==> src/hw/rtl/smbs_pkg.sv <==
// ----------------------------------------------------------------------------
// smbs_pkg
// Shared widths and codes of the sorted matrix search unit.
// ----------------------------------------------------------------------------
package smbs_pkg;

    // item field widths
    localparam int VAL_W = 32;
    localparam int IDX_W = 4;

    // configuration port
    localparam int CFG_W     = 5;
    localparam int CFG_IDX_W = 1;

    // configuration register indexes
    localparam logic [CFG_IDX_W-1:0] CFG_ROWS_IN_USE = 1'b0;
    localparam logic [CFG_IDX_W-1:0] CFG_COLS_IN_USE = 1'b1;

    // item operation codes
    localparam logic OP_WRITE  = 1'b0;
    localparam logic OP_SEARCH = 1'b1;

endpackage

==> src/hw/rtl/smbs_seq.sv <==
// ----------------------------------------------------------------------------
// smbs_seq
// Search sequencer: binary search over rows, then within the bracketing row.
// ----------------------------------------------------------------------------
module smbs_seq #(
    parameter int MAX_ROWS = 16,
    parameter int MAX_COLS = 16,
    parameter int AW       = 8
) (
    input  logic                              i_clk,
    input  logic                              i_rst_n,
    input  logic                              i_search,
    input  logic signed [smbs_pkg::VAL_W-1:0] i_target,
    input  logic [$clog2(MAX_ROWS+1)-1:0]     i_nrows,
    input  logic [$clog2(MAX_COLS+1)-1:0]     i_ncols,
    output logic                              o_busy,
    output logic                              o_rd_en,
    output logic [AW-1:0]                     o_rd_addr,
    input  logic signed [smbs_pkg::VAL_W-1:0] i_rd_data,
    output logic                              o_valid,
    output logic                              o_found
);

    localparam int RW  = $clog2(MAX_ROWS + 1);
    localparam int CWD = $clog2(MAX_COLS + 1);
    localparam int SW  = (RW > CWD) ? RW : CWD;
    localparam int RIW = (MAX_ROWS > 1) ? $clog2(MAX_ROWS) : 1;
    localparam int CIW = (MAX_COLS > 1) ? $clog2(MAX_COLS) : 1;

    // sequencer states
    localparam logic [2:0] S_IDLE   = 3'd0;
    localparam logic [2:0] S_RMID   = 3'd1;
    localparam logic [2:0] S_RFIRST = 3'd2;
    localparam logic [2:0] S_RLAST  = 3'd3;
    localparam logic [2:0] S_CMID   = 3'd4;
    localparam logic [2:0] S_CCMP   = 3'd5;

    logic [2:0]                        r_state, n_state;
    logic [SW-1:0]                     r_lo, n_lo;
    logic [SW-1:0]                     r_hi, n_hi;      // exclusive bound
    logic [SW-1:0]                     r_mid, n_mid;
    logic [RIW-1:0]                    r_row, n_row;
    logic signed [smbs_pkg::VAL_W-1:0] r_first, n_first;
    logic signed [smbs_pkg::VAL_W-1:0] r_target, n_target;
    logic                              r_valid, n_valid;
    logic                              r_found, n_found;

    logic [SW-1:0]  w_span;
    logic [SW-1:0]  w_mid;
    logic [RIW-1:0] w_rd_row;
    logic [CIW-1:0] w_rd_col;

    // midpoint of the half-open range, valid when lo < hi
    assign w_span = r_hi - r_lo - SW'(1);
    assign w_mid  = r_lo + (w_span >> 1);

    // next-state logic
    always_comb begin
        n_state  = r_state;
        n_lo     = r_lo;
        n_hi     = r_hi;
        n_mid    = r_mid;
        n_row    = r_row;
        n_first  = r_first;
        n_target = r_target;
        n_valid  = 1'b0;
        n_found  = r_found;
        o_rd_en  = 1'b0;
        w_rd_row = r_row;
        w_rd_col = '0;
        case (r_state)
            S_IDLE: begin
                if (i_search) begin
                    n_target = i_target;
                    if (i_nrows == '0 || i_ncols == '0) begin
                        n_valid = 1'b1;
                        n_found = 1'b0;
                    end else begin
                        n_lo    = '0;
                        n_hi    = SW'(i_nrows);
                        n_state = S_RMID;
                    end
                end
            end
            S_RMID: begin
                if (r_lo >= r_hi) begin
                    n_valid = 1'b1;
                    n_found = 1'b0;
                    n_state = S_IDLE;
                end else begin
                    n_mid    = w_mid;
                    o_rd_en  = 1'b1;
                    w_rd_row = RIW'(w_mid);
                    w_rd_col = '0;
                    n_state  = S_RFIRST;
                end
            end
            S_RFIRST: begin
                // first entry arrives, fetch the last one
                n_first  = i_rd_data;
                o_rd_en  = 1'b1;
                w_rd_row = RIW'(r_mid);
                w_rd_col = CIW'(i_ncols - CWD'(1));
                n_state  = S_RLAST;
            end
            S_RLAST: begin
                if (r_target >= r_first && r_target <= i_rd_data) begin
                    n_row   = RIW'(r_mid);
                    n_lo    = '0;
                    n_hi    = SW'(i_ncols);
                    n_state = S_CMID;
                end else begin
                    if (r_target > i_rd_data) begin
                        n_lo = r_mid + SW'(1);
                    end else begin
                        n_hi = r_mid;
                    end
                    n_state = S_RMID;
                end
            end
            S_CMID: begin
                if (r_lo >= r_hi) begin
                    n_valid = 1'b1;
                    n_found = 1'b0;
                    n_state = S_IDLE;
                end else begin
                    n_mid    = w_mid;
                    o_rd_en  = 1'b1;
                    w_rd_row = r_row;
                    w_rd_col = CIW'(w_mid);
                    n_state  = S_CCMP;
                end
            end
            S_CCMP: begin
                if (i_rd_data == r_target) begin
                    n_valid = 1'b1;
                    n_found = 1'b1;
                    n_state = S_IDLE;
                end else begin
                    if (i_rd_data < r_target) begin
                        n_lo = r_mid + SW'(1);
                    end else begin
                        n_hi = r_mid;
                    end
                    n_state = S_CMID;
                end
            end
            default: begin
                n_state = S_IDLE;
            end
        endcase
    end

    // row-major read address
    assign o_rd_addr = AW'(w_rd_row) * AW'(MAX_COLS) + AW'(w_rd_col);

    // control registers
    always_ff @(posedge i_clk) begin
        if (!i_rst_n) begin
            r_state <= S_IDLE;
            r_valid <= 1'b0;
        end else begin
            r_state <= n_state;
            r_valid <= n_valid;
        end
    end

    // datapath registers
    always_ff @(posedge i_clk) begin
        r_lo     <= n_lo;
        r_hi     <= n_hi;
        r_mid    <= n_mid;
        r_row    <= n_row;
        r_first  <= n_first;
        r_target <= n_target;
        r_found  <= n_found;
    end

    assign o_busy  = (r_state != S_IDLE);
    assign o_valid = r_valid;
    assign o_found = r_found;

    // memory reads only while a search runs
    a_read_busy: assert property (@(posedge i_clk) disable iff (!i_rst_n)
        o_rd_en |-> (r_state != S_IDLE))
        else $error("memory read issued while idle");

    // every data-consuming state follows an issued read
    a_read_data: assert property (@(posedge i_clk) disable iff (!i_rst_n)
        (r_state == S_RFIRST || r_state == S_RLAST || r_state == S_CCMP)
        |-> $past(o_rd_en))
        else $error("read data consumed without a read");

    // search range never inverts
    a_range: assert property (@(posedge i_clk) disable iff (!i_rst_n)
        (r_state != S_IDLE) |-> (r_lo <= r_hi))
        else $error("search range inverted");

    // a hit can only come from the column compare
    a_hit_src: assert property (@(posedge i_clk) disable iff (!i_rst_n)
        (r_valid && r_found) |-> ($past(r_state) == S_CCMP))
        else $error("found reported outside column compare");

endmodule

==> config.mk <==
export PLATFORM = sky130hd
export DESIGN_NAME = smbs_seq
export DESIGN_NICKNAME = d
export VERILOG_FILES = /design/src/hw/rtl/smbs_pkg.sv /design/src/hw/rtl/smbs_seq.sv
export SDC_FILE = /design/constraint.sdc
export NUM_CORES = 1
export LEC_CHECK = 0
export ABC_CLOCK_PERIOD_IN_PS = 3700
export CORE_MARGIN = 3
export CORE_UTILIZATION = 38
export DETAILED_ROUTE_END_ITERATION = 8
export DONT_BUFFER_PORTS = 1
export PLACE_DENSITY_LB_ADDON = 0.05
export SLEW_MARGIN = 15
export SYNTH_ARGS = -nofsm -noshare
export SYNTH_HDL_FRONTEND = slang
export SYNTH_SLANG_ARGS = --single-unit
==> constraint.sdc <==
create_clock -name i_clk -period 3.7 [get_ports i_clk]
set_input_delay 0.185 -clock i_clk [delete_from_list [all_inputs] [get_ports i_clk]]
set_output_delay 0.185 -clock i_clk [all_outputs]
set_load 0.02 [all_outputs]
# Word level (Yosys, flattened, before mapping)
# Cells that the tools add are included.
op_classes:
  add_sub_neg: 6
  n_lt_le_gt_ge: 5
  n_eq_ne: 16
  muxes: 37
  n_bitwise: 1
  n_reduce_logical: 16
op_table:
  columns: ["cell", "count"]
  rows:
  - ["$mux W5", 12]
  - ["$eq A32 B32 Y1", 1]
  - ["$ge A32 B32 Y1", 1]
  - ["$gt A32 B32 Y1", 1]
  - ["$le A32 B32 Y1", 1]
  - ["$lt A32 B32 Y1", 1]
  - ["$pmux W5 S3", 2]
  - ["$pmux W3 S6", 1]
  - ["$pmux W4 S2", 2]
  - ["$mux W3", 5]
  - ["$ne A2 B2 Y1 const B", 7]
  - ["$reduce_and A6 Y1", 2]
  - ["$logic_not A5 Y1", 2]
  - ["$mux W1", 9]
  - ["$reduce_bool A3 Y1", 3]
  - ["$add A8 B4 Y8", 1]
  - ["$mux W4", 2]
  - ["$reduce_and A2 Y1", 4]
  - ["$eq A3 B2 Y1 const B", 2]
  - ["$eq A3 B3 Y1 const B", 2]
  - ["$ne A3 B3 Y1 const B", 2]
  - ["$pmux W1 S3", 2]
  - ["$add A5 B1 Y5 const B", 1]
  - ["$add A5 B4 Y5", 1]
  - ["other kinds (14)", 14]
word_totals:
  reg_bits: 88
  out_inout_bits: 12
  elab_cells: 90

# Depth between registers and ports, before layout
logic_depth:
  ltp_word: 6
  depth_mapped: 12
  mapped_depth_nobuf: 12

# Worst setup path before layout
# No wires, ideal clock.
synth_timing:
  path_type: "register to output"
  from: "register r_state[1]"
  to: "output port o_rd_addr[5]"
  arrival_ns: 3.069
  slack_ns: 0.446
  stages_incl_launch_ff: 5
  n_path_buf: 0
  cell_sequence: "dfxtp_1 > or2b_2 > nor2_1 > nor2_1 > a221o_1"
synth_between:
  elab_chain_cells: 3
  elab_cells_between_ends: 6
synth_lines:
  columns: ["element", "line_no", "text"]
  rows:
  - ["start: declaration", "smbs_seq.sv:38", "logic [2:0] r_state, n_state;"]
  - ["start signal: assignment", "smbs_seq.sv:163", "r_state <= n_state;"]
  - ["$eq A3 B2 Y1, or another cell as far along", "smbs_seq.sv:71", "case (r_state)"]
  - ["$pmux W4 S2", "smbs_seq.sv:71", null]
  - ["$add A8 B4 Y8 *", "smbs_seq.sv:155", "assign o_rd_addr = AW'(w_rd_row) * AW'(MAX_COLS) + AW'(w_rd_col);"]
  - ["end: declaration", "smbs_seq.sv:18", "output logic [AW-1:0] o_rd_addr,"]
# Every way passes the cells marked *; elsewhere a longest branch is shown, timed or not.

# Worst setup path after layout
layout_timing:
  from: "register r_lo[1]"
  to: "output port o_rd_addr[2]"
layout_between:
  elab_chain_cells: 6
  elab_cells_between_ends: 7
layout_lines:
  columns: ["element", "line_no", "text"]
  rows:
  - ["start: declaration", "smbs_seq.sv:39", "logic [SW-1:0] r_lo, n_lo;"]
  - ["start signal: assignment", "smbs_seq.sv:170", "r_lo <= n_lo;"]
  - ["$sub A5 B5 Y5", "smbs_seq.sv:54", "assign w_span = r_hi - r_lo - SW'(1);"]
  - ["$sub A5 B1 Y5", "smbs_seq.sv:54", null]
  - ["$add A5 B4 Y5", "smbs_seq.sv:55", "assign w_mid = r_lo + (w_span >> 1);"]
  - ["$mux W4 *", "smbs_seq.sv:122", "if (r_lo >= r_hi) begin"]
  - ["$pmux W4 S2 *", "smbs_seq.sv:71", null]
  - ["$add A8 B4 Y8 *", "smbs_seq.sv:155", null]
# Marked as above.

==> flow_metrics.py <==
metrics = {
    "cells_and_area": {
        "antenna-diode-count": 0,
        "utilization": 0.484,
        "final_cell_mix": "inv_1, edfxtp_1, ha_1, dlygate4sd3_1, a21oi_1",
        "finalInstanceArea_mm2": 0.00651,
        "layout_commonest_cell": "inv_1",
        "drive_above_1_share": 0.0659,
        "area_growth_pct": 22.3,
        "fin_nets": 699,
        "nFillCells": 1282,
    },
    "clock_network": {
        "cts.repair.resized": 0,
        "cts_buffer_depth": 2,
        "post-cts-setup-buffers": 0,
        "cts_buffers": 9,
        "cts_tree": "built",
        "cts_hold_buf": 65,
        "clock_sinks": 88,
        "clk_latency_ns": 0.35,
        "root_buffer": "clkbuf_16",
        "h-tree-depth": 3,
        "clkTransAtPathRegs_ns": 0.06,
    },
    "global_route": {
        "grt_max_degree": 33,
        "antenna_found_initial": 0,
        "first_global_vias": 3780,
        "grt_pass1_wl_um": 20000,
        "grt_usage": 0.165,
        "overflow": 0,
    },
    "synthesis": {
        "synthTopCellsByArea": "edfxtp_1, ha_1, inv_1",
        "synth_largest_area_cell": "edfxtp_1",
        "synth_seq_cells": 88,
        "ys_async_sr_fraction": 0,
        "synth_nets": 625,
        "ys_types": 58,
        "syn_area_per_cell_um2": 11.4,
        "synth_area_mm2": 0.00533,
        "ys_warn_count": 0,
        "yosys.area.top_type_share": 0.474,
        "syn_inst": 467,
        "synth_ff_type": "edfxtp_1",
        "ys_seq_area_frac": 0.489,
        "synth_edf_count": 84,
    },
    "routing": {
        "viasPerCell": 5.01,
        "vias": 3620,
        "firstDrtPassIters": 4,
        "drc": 0,
        "drt-initial-drc-count": 176,
        "wl_per_cell_um": 17.0,
        "routed_wirelength_um": 12200,
        "antenna_left": 0,
    },
    "placed_design": {
        "dpl_cell_area_mm2": 0.00555,
        "dp_hpwl_um": 9160,
        "place_congestion": 0.836,
        "port-buffer-count": 0,
    },
    "timing": {
        "finalCriticalPeriod_ns": 3.15,
        "skew_ns": 0.00843,
        "worst_pin_slew_ns": 0.877,
        "rsz0062_at_grt": "false",
        "fmax_mhz": 317,
        "setup_tns_ns": 0,
        "fin_crit_sh": 0.852,
        "setup_viol": 0,
        "whs_ns": 0.0509,
        "relSlewSlack": 0.415,
        "slew_viol_final": 0,
        "hold_viol_final": 0,
    },
    "critical_path": {
        "arrival_ns": 2.97,
        "r2r-start": "r_target[31]",
        "timing.rr.end": "r_row[1]",
        "cp-start-kind": "flip-flop",
        "worstPathRequired_ns": 3.51,
        "reg2regPathDepth": 9,
        "path_common_cell": "a21o_1",
        "slowest_stage": "o21ai_0",
        "crit_fanout": 9,
        "crit_chain": "inv_1, ha_1, a21o_1, a21o_1, a21o_1, a211o_1, or2_2, o21ai_0",
        "worstSetupPathType": "flip-flop to output pin",
        "rrSetupSlack_ns": 0.61,
        "end_kind": "output pin",
        "cpPeakStageDelay_ns": 0.52,
    },
    "min_path": {
        "min_to": "r_hi[1]",
        "hp-class": "input port to flip-flop",
        "hold_path_startpoint": "i_nrows[1]",
        "min_path_cells": 2,
    },
    "power_and_ir_drop": {
        "power.density_mw_per_mm2": 430,
        "p_leak_nw": 2.86,
        "peakVddDrop_uv": 349,
        "design_power_total_mw": 2.80,
    },
    "die": {
        "core_mm2": 0.0135,
        "start_util": 0.396,
        "rows": 42,
        "die_w_um": 124,
        "die_area_mm2": 0.0155,
        "pin_count": 89,
        "die_height_um": 124,
    },
    "flow_run": {
        "cap_viol_max_count": 0,
    },
    "status": {
        "status": "completed",
    },
}
[cell families (layout without fill, tap and decap cells)]
logic type               Yosys count  after routing  synth area share
AO/OA/AOI/OAI                     91             91             0.121
flip-flops                        88             88             0.489
buffers and inverters             93            172            0.0679
XOR/XNOR                          11             11            0.0181
AND/OR/NAND/NOR                   99             99             0.103
multiplexers                       4              4           0.00752
adder cells (fa/ha/maj)           81             81             0.193
[where the power goes]
part	internal (mW)	switching, mW
clock	0.608	0.374
sequential	1.19	0.0557
combinational	0.247	0.326
total	2.04	0.756
[critical path, delay by kind of cell, from the launching register on]
kind	cells	cell delay, ns
buf+inv	1	0.11
flops	1	0.42
fa+ha+maj	1	0.32
compound gates	5	1.43
simple gates	1	0.34
[metal layers]
layer / track usage / vias to the layer above / wire, µm
met5: 0 / - / 0
met4: 0.0484 / 0 / 130
met3: 0.0510 / 10 / 634
met2: 0.270 / 76 / 5930
met1: 0.210 / 1711 / 5550
li1: - / 1823 / -
[Yosys cell counts, types with 4 or more instances]
| master | n |
|---|---|
| nand4_1 | 10 |
| nor2b_1 | 7 |
| o21ai_0 | 12 |
| ha_1 | 79 |
| o221ai_2 | 5 |
| a21oi_1 | 32 |
| nor2_1 | 17 |
| mux2i_1 | 4 |
| nor3_1 | 7 |
| nand2_1 | 28 |
| dfxtp_1 | 4 |
| xor2_1 | 4 |
| a211oi_1 | 5 |
| edfxtp_1 | 84 |
| a21o_1 | 13 |
| nand3_1 | 6 |
| inv_1 | 87 |
| xnor2_1 | 7 |
[stage by stage]
step / cells / setup slack (ns)
finish: 722 / 0.546
global route: 722 / 0.322
CTS: 722 / 0.502
detailed placement: 641 / 0.622
global placement: 641 / 0.659
floorplan: 467 / 0.446
[worst max-delay path by stage]
stage                 startpoint  slack, ns  cells after the start      endpoint
floorplan             r_state[1]       0.45                      4  o_rd_addr[5]
global placement    r_target[31]       0.66                      9      r_row[0]
detailed placement  r_target[31]       0.62                     10       r_lo[0]
CTS                      r_lo[1]       0.50                      8  o_rd_addr[2]
global route        r_target[31]       0.32                     10       r_lo[1]
finish                   r_lo[1]       0.55                      8  o_rd_addr[2]
[state kept, by name, indices dropped and copies added, names as in the netlist]
register  cells
r_first      32
r_target     32
r_hi          5
r_lo          5
r_mid         5
r_row         4
r_state       3
o_found       1
o_valid       1
[area by class of cell]
cell class,instances,area (µm²),share of cell area
Timing Repair Buffer,68,673,0.103
Sequential cell,88,2600,0.400
Clock inverter,4,70.1,0.0108
Tap cell,176,220,0.0338
Inverter,88,330,0.0507
Multi-Input combinational cell,286,2370,0.364
Clock buffer,12,246,0.0378
Note: power is estimated with default switching activity, not from simulation.
